==> src/hw/rtl/mi3_pkg.sv <==
`timescale 1ns / 1ps

package mi3_pkg;

  // Field widths
  localparam int ELEM_W    = 16;
  localparam int COF_W     = 33;
  localparam int DET_W     = 49;
  localparam int INV_W     = 32;
  localparam int N_ENT     = 9;
  localparam int ROW_W     = 3;

  // Queue between front and back
  localparam int FIFO_DEPTH = 8;
  localparam int FIFO_AW    = $clog2(FIFO_DEPTH);
  localparam int CNT_W      = $clog2(FIFO_DEPTH + 1);

  // Divider: one quotient bit per stage
  localparam int DIV_STEPS = INV_W;
  localparam int NUM_W     = 61;
  localparam int DEN_W     = DET_W + 1;
  localparam int WIDE_W    = DEN_W + DIV_STEPS;
  localparam int BACK_LAT  = DIV_STEPS + 3;

  // Selector codes
  localparam logic FUNC_GENERAL   = 1'b0;
  localparam logic FUNC_SYMMETRIC = 1'b1;

  localparam logic [INV_W-1:0] INV_MAX = {1'b0, {(INV_W-1){1'b1}}};
  localparam logic [INV_W-1:0] INV_MIN = {1'b1, {(INV_W-1){1'b0}}};

  // Element index: a00=0 a01=1 a02=2 a10=3 a11=4 a12=5 a20=6 a21=7 a22=8
  // cofactor k = a[PA_L]*a[PA_R] - a[PB_L]*a[PB_R]
  localparam int unsigned PA_L [N_ENT] = '{4, 2, 1, 5, 0, 2, 3, 1, 0};
  localparam int unsigned PA_R [N_ENT] = '{8, 7, 5, 6, 8, 3, 7, 6, 4};
  localparam int unsigned PB_L [N_ENT] = '{5, 1, 2, 3, 2, 0, 4, 0, 1};
  localparam int unsigned PB_R [N_ENT] = '{7, 8, 4, 8, 6, 5, 6, 7, 3};

  typedef logic signed [ELEM_W-1:0] elem_t;
  typedef logic signed [2*ELEM_W-1:0] prod_t;
  typedef logic signed [COF_W-1:0] cof_t;
  typedef logic signed [DET_W-1:0] det_t;
  typedef logic signed [INV_W-1:0] inv_t;

  typedef struct packed {
    cof_t [N_ENT-1:0] cof;
    det_t             det;
    logic             sing;
    logic             sym;
  } mi3_job_t;

endpackage

==> src/hw/rtl/mi3_fifo.sv <==
`timescale 1ns / 1ps

module mi3_fifo import mi3_pkg::*; (
  input  logic     clk,
  input  logic     rst,
  input  logic     push,
  input  mi3_job_t push_data,
  input  logic     pop,
  output mi3_job_t pop_data,
  output logic     empty,
  output logic     full
);

  mi3_job_t mem [FIFO_DEPTH];
  logic [FIFO_AW-1:0] wr_ptr, rd_ptr;
  logic [CNT_W-1:0]   count;

  // Track pointers and fill
  always_ff @(posedge clk) begin
    if (rst) begin
      wr_ptr <= '0;
      rd_ptr <= '0;
      count  <= '0;
    end else begin
      if (push) wr_ptr <= wr_ptr + 1'b1;
      if (pop)  rd_ptr <= rd_ptr + 1'b1;
      count <= count + CNT_W'(push) - CNT_W'(pop);
    end
  end

  // Store entries
  always_ff @(posedge clk) begin
    if (push) mem[wr_ptr] <= push_data;
  end

  assign pop_data = mem[rd_ptr];
  assign empty    = (count == '0);
  assign full     = (count == CNT_W'(FIFO_DEPTH));

`ifndef SYNTHESIS
  a_no_overflow: assert property (@(posedge clk) disable iff (rst) push |-> !full)
    else $error("queue written while full");
  a_no_underflow: assert property (@(posedge clk) disable iff (rst) pop |-> !empty)
    else $error("queue read while empty");
  a_count_range: assert property (@(posedge clk) disable iff (rst)
      count <= CNT_W'(FIFO_DEPTH))
    else $error("queue count out of range");
`endif

endmodule

==> config.mk <==
export PLATFORM = sky130hd
export DESIGN_NAME = mi3_fifo
export DESIGN_NICKNAME = d
export VERILOG_FILES = /design/src/hw/rtl/mi3_pkg.sv /design/src/hw/rtl/mi3_fifo.sv
export SDC_FILE = /design/constraint.sdc
export NUM_CORES = 2
export LEC_CHECK = 0
export BUFFER_PORTS_ARGS = -buffer_cell sky130_fd_sc_hd__buf_2
export CAP_MARGIN = 5
export CORE_MARGIN = 8
export CORE_UTILIZATION = 50
export CTS_BUF_LIST = sky130_fd_sc_hd__clkbuf_2 sky130_fd_sc_hd__clkbuf_4 sky130_fd_sc_hd__clkbuf_8
export CTS_CLUSTER_DIAMETER = 40
export DETAILED_ROUTE_END_ITERATION = 16
export PLACE_DENSITY = 0.74
export SLEW_MARGIN = 20
export SYNTH_ARGS = -nofsm -noshare
export SYNTH_HDL_FRONTEND = slang
export SYNTH_SLANG_ARGS = --single-unit
==> constraint.sdc <==
create_clock -name clk -period 77.6 [get_ports clk]
set_clock_uncertainty 0.05 [all_clocks]
set_input_delay 15.52 -clock clk [delete_from_list [all_inputs] [get_ports clk]]
set_output_delay 15.52 -clock clk [all_outputs]
set_load 0.02 [all_outputs]
### Word-level counts from Yosys, hierarchy flattened

Memories as Yosys holds them, arrays and structs flattened. A register that Yosys moved wholly into a read port is not among the register bits.
Cells that the tools add are included.

* bits in registers: 10
* RAM bits: 2784
* output and inout port bits: 350
* word-level logic and storage cells: 14
* memories: 1

* add/sub/neg operators: 4
* equal/unequal tests: 1
* muxes and demuxes: 4
* reductions and logical operators: 1

Memories
* mem: words 8, width 348, read ports 1, clocked after Yosys merged registers in 1, write ports 1, line mi3_fifo.sv:14 `mi3_job_t mem [FIFO_DEPTH];`

Operators with widths (number)
* adder 3 x 1 -> 3 bit, second input constant: 2
* two-way mux 3 bit: 2
* adder 4 x 1 -> 4 bit: 1
* equality test 4 bit, second input constant: 1
* zero test 4 bit: 1
* subtractor 4 x 1 -> 4 bit: 1
* two-way mux 1 bit: 2

### Longest topological paths before layout

* depth after elaboration: 3
* depth in mapped cells: 8
* depth with buffers taken out: 8

### Worst setup path before layout

No wires, ideal clock.

* path type: input-to-reg
* start: in push
* end: mem mem[0][0] (netlist name), enable pin
* arrival: 38997 ps
* data required time: 76065 ps
* path slack: 37068 ps
* stages: 2
* path buffers: 0
* path through: nand2b_1 nor3_1

* cells in the longest elaborated chain, start to end: 2

Ends and longest elaborated chain
* from (decl): line mi3_fifo.sv:6 `input logic push,`
* two-way mux 1 bit: line mi3_fifo.sv:33 `if (push) mem[wr_ptr] <= push_data;`
* two-way mux 1 bit (not written as such): line mi3_fifo.sv:33
* to (decl): line mi3_fifo.sv:14

Every way passes these cells.

==> impl_metrics.py <==
metrics = {
    "clocking": {
        "post_cts_resized": 0,
        "clockBufferDepth": 4,
        "clk_pin_slew_ns": 0.06,
        "insertion_delay_ns": 0.99,
        "clock-root-buffer": "clkbuf_8",
        "cts_hold_buffers": 0,
        "clock-sinks": 2797,
        "numCtsBuffers": 450,
        "cts_tree": "built",
        "post_cts_buffers": 0,
        "h-tree-depth": 5,
    },
    "floorplan": {
        "core_mm2": 0.2092,
        "row_count": 168,
        "die_y_um": 474.2,
        "dieArea_mm2": 0.2248,
        "initial_core_util": 0.5018,
        "die_w_um": 474.2,
        "ios": 702,
    },
    "worst_setup_path": {
        "slowest_stage": "buf_4",
        "arrival_ns": 6.11,
        "path_max_fanout": 72,
        "crit_required_ns": 62.03,
        "endpoint_kind": "output pin",
        "path_delay_family": "buffers and inverters",
        "cp_common_cell": "buf_4",
        "crit_buf_inv": 5,
        "crit_type": "reg2out",
        "max_stage_delay_ns": 0.86,
        "cp-start-kind": "flop",
        "crit_chain": "buf_4 > buf_4 > buf_4 > buf_4 > mux4_2 > mux2_2 > buf_2",
    },
    "yosys": {
        "syn_area_per_cell_um2": 25.65,
        "async_reset_ff_frac": 0,
        "yosysTopAreaCell": "edfxtp_1",
        "synthSimpleGateAreaFrac": 0.001276,
        "synth_nets": 4453,
        "synth_area_leaders": "edfxtp_1 (80%), mux4_2 (15%), mux2_2 (3.7%)",
        "synth_edf_count": 2784,
        "synthCells": 4092,
        "seq_area_frac_synth": 0.7990,
        "ys_types": 23,
        "ys_ff_latch": 2797,
        "synth_top_family_by_area": "multiplexers",
        "yosys.area_share.adder": 0.001144,
        "synth_compound_area_frac": 0.0001788,
        "syn_area_mm2": 0.1050,
        "synth-xor-area-share": 0.0004172,
        "netlist.area_leader.share": 0.7965,
        "synthMuxAreaShare": 0.1869,
        "ys.flop_type": "edfxtp_1",
        "yosysMostFrequentCell": "edfxtp_1",
        "yosysWarnings": 0,
        "synth_common_cells": "edfxtp_1 (2,784), mux4_2 (696), mux2_2 (348)",
    },
    "timing": {
        "hold_ws_ns": 0.4884,
        "setup_violations": 0,
        "relSlewSlack": 0.1653,
        "report.final.hold_viol_count": 0,
        "slew_viol_final": 0,
        "rsz0062_at_grt": "false",
        "setup_tns_ns": 0,
        "worst_pin_slew_ns": 1.252,
        "fmax_mhz": 46.13,
        "post-route-period-util": 0.2793,
        "period_minus_slack_ns": 21.68,
    },
    "grt": {
        "grt_usage": 0.1938,
        "grt_remaining_overflow": 0,
        "grt_pass1_wl_um": 324700,
        "grt_antenna_before_repair": 105,
        "first_global_vias": 49350,
        "grt_max_degree": 159,
    },
    "power": {
        "power.leakage_nw": 38.14,
        "p_clk_frac": 0.374,
        "internal-power_mw": 2.465,
        "pwr-share-seq": 0.538,
        "finalPower_mw": 3.186,
        "sw_frac_of_total": 0.2261,
        "p_per_area_mw_per_mm2": 26.47,
        "pwr-share-comb": 0.089,
        "power_switching_uw": 720.4,
        "vdd_drop_max_v": 0.00001854,
    },
    "detailed_routing": {
        "drc": 0,
        "dr.pass1.iters": 5,
        "drt-total-wl_um": 222800,
        "detail_route.wl_per_cell_um": 26.74,
        "routed.top_layer": "met5",
        "vias": 47250,
        "ant_nets": 0,
        "drt_iter0_drc": 4509,
        "route.met3.wl_um": 23310,
        "wl_met2_um": 106600,
        "post_drt_via_cell_ratio": 5.670,
        "wl_met1_um": 86680,
    },
    "placement": {
        "place_congestion": 0.7497,
        "portBuffers": 701,
        "dp_hpwl_um": 124900,
    },
    "finish": {
        "drive_above_1_share": 0.4598,
        "fillers": 14590,
        "finalNetCount": 5483,
        "final_util": 0.5753,
        "flow.area_growth_from_synthesis_pct": 14.64,
    },
    "run_status": {
        "status": "finished clean",
    },
    "job": {
        "cap_viol_max_count": 0,
    },
    "hold_path": {
        "hold_path.class": "reg2reg",
    },
}
[cells by family (layout without fill, tap and decap cells)]
logic type      Yosys count  count (layout)
compound gates            3               3
xor+xnor                  5               5
fa+ha+maj                 9               9
buf+inv                 202            1565
flops                  2797            2797
mux                    1046            1046
other cells               0              72
simple gates             30              30
[per-layer routing]
| layer | GRT usage | vias up |
|---|---|---|
| met4 | 0.06384 | 68 |
| li1 | - | 19910 |
| met5 | 0 | - |
| met3 | 0.07020 | 429 |
| met1 | 0.2569 | 24980 |
| met2 | 0.3021 | 1860 |
[tightest hold or removal path, stage by stage (launching register included)]
cell     delay [ns]
dfxtp_1        0.31
mux2i_1        0.12
nor2_1         0.06
[power by group through the flow]
stage,Clock (mW),Combinational (mW),Sequential [mW]
final,1.19,0.283,1.71
after floorplan,0,0.182,1.77
after CTS,1.22,0.287,1.71
after detailed placement,0,0.286,1.75
after global routing,1.29,0.301,1.71
after global placement,0,0.282,1.74
[flip-flops by register name, indices dropped and copies added, names as in the netlist, named ones only]
| register | cells |
|---|---|
| rd_ptr | 3 |
| mem | 2784 |
| wr_ptr | 3 |
| count | 4 |
[worst paths after layout]
check	from	endpoint	slack [ns]	cells past startpoint
setup reg to reg	wr_ptr[2]$_SDFFE_PP0P_	mem[2][67]$_DFFE_PP_	73.95	5
hold / removal	rd_ptr[1]$_SDFFE_PP0P_	flop	0.49	2
setup / recovery	flop	pop_data[281]	55.92	7
hold reg to reg	rd_ptr[1]$_SDFFE_PP0P_	flop	0.49	2
[metrics by stage]
| step | instance area [um2] | worst slack [ns] | std cells |
|---|---|---|---|
| finish | 120300 | 55.92 | 8332 |
| global placement | 111600 | 56.92 | 7474 |
| CTS | 120100 | 55.66 | 8259 |
| detailed placement | 111600 | 56.93 | 7474 |
| global route | 120200 | 55.53 | 8282 |
| floorplan | 105000 | 37.07 | 4092 |
[cells in the final DEF (no fill, tap or decap), types with 7 or more instances in the layout]
cell type | netlist | final
buf_12 | 0 | 16
buf_2 | 34 | 701
buf_4 | 0 | 55
bufinv_16 | 0 | 10
clkbuf_4 | 0 | 147
clkbuf_8 | 0 | 454
clkinv_1 | 0 | 106
clkinv_2 | 0 | 41
clkinv_4 | 0 | 8
clkinvlp_4 | 0 | 9
dfxtp_1 | 13 | 10
diode_2 | 0 | 72
edfxtp_1 | 2784 | 2784
ha_1 | 8 | 8
inv_1 | 7 | 7
inv_6 | 0 | 9
mux2_2 | 348 | 348
mux4_2 | 696 | 696
nor2_1 | 16 | 10
[area by class of cell]
| type | instances | area (um2) | share of cell area |
|---|---|---|---|
| Clock buffer | 601 | 7352 | 0.06110 |
| Tap cell | 2805 | 3510 | 0.02917 |
| Sequential cell | 2797 | 83870 | 0.6970 |
| Inverter | 7 | 26.28 | 0.0002184 |
| Multi-Input combinational cell | 1093 | 19990 | 0.1661 |
| Timing Repair Buffer | 773 | 4269 | 0.03548 |
| Clock inverter | 184 | 1131 | 0.009400 |
| Antenna cell | 72 | 180.2 | 0.001497 |
Note: power is estimated with default switching activity, not from simulation.
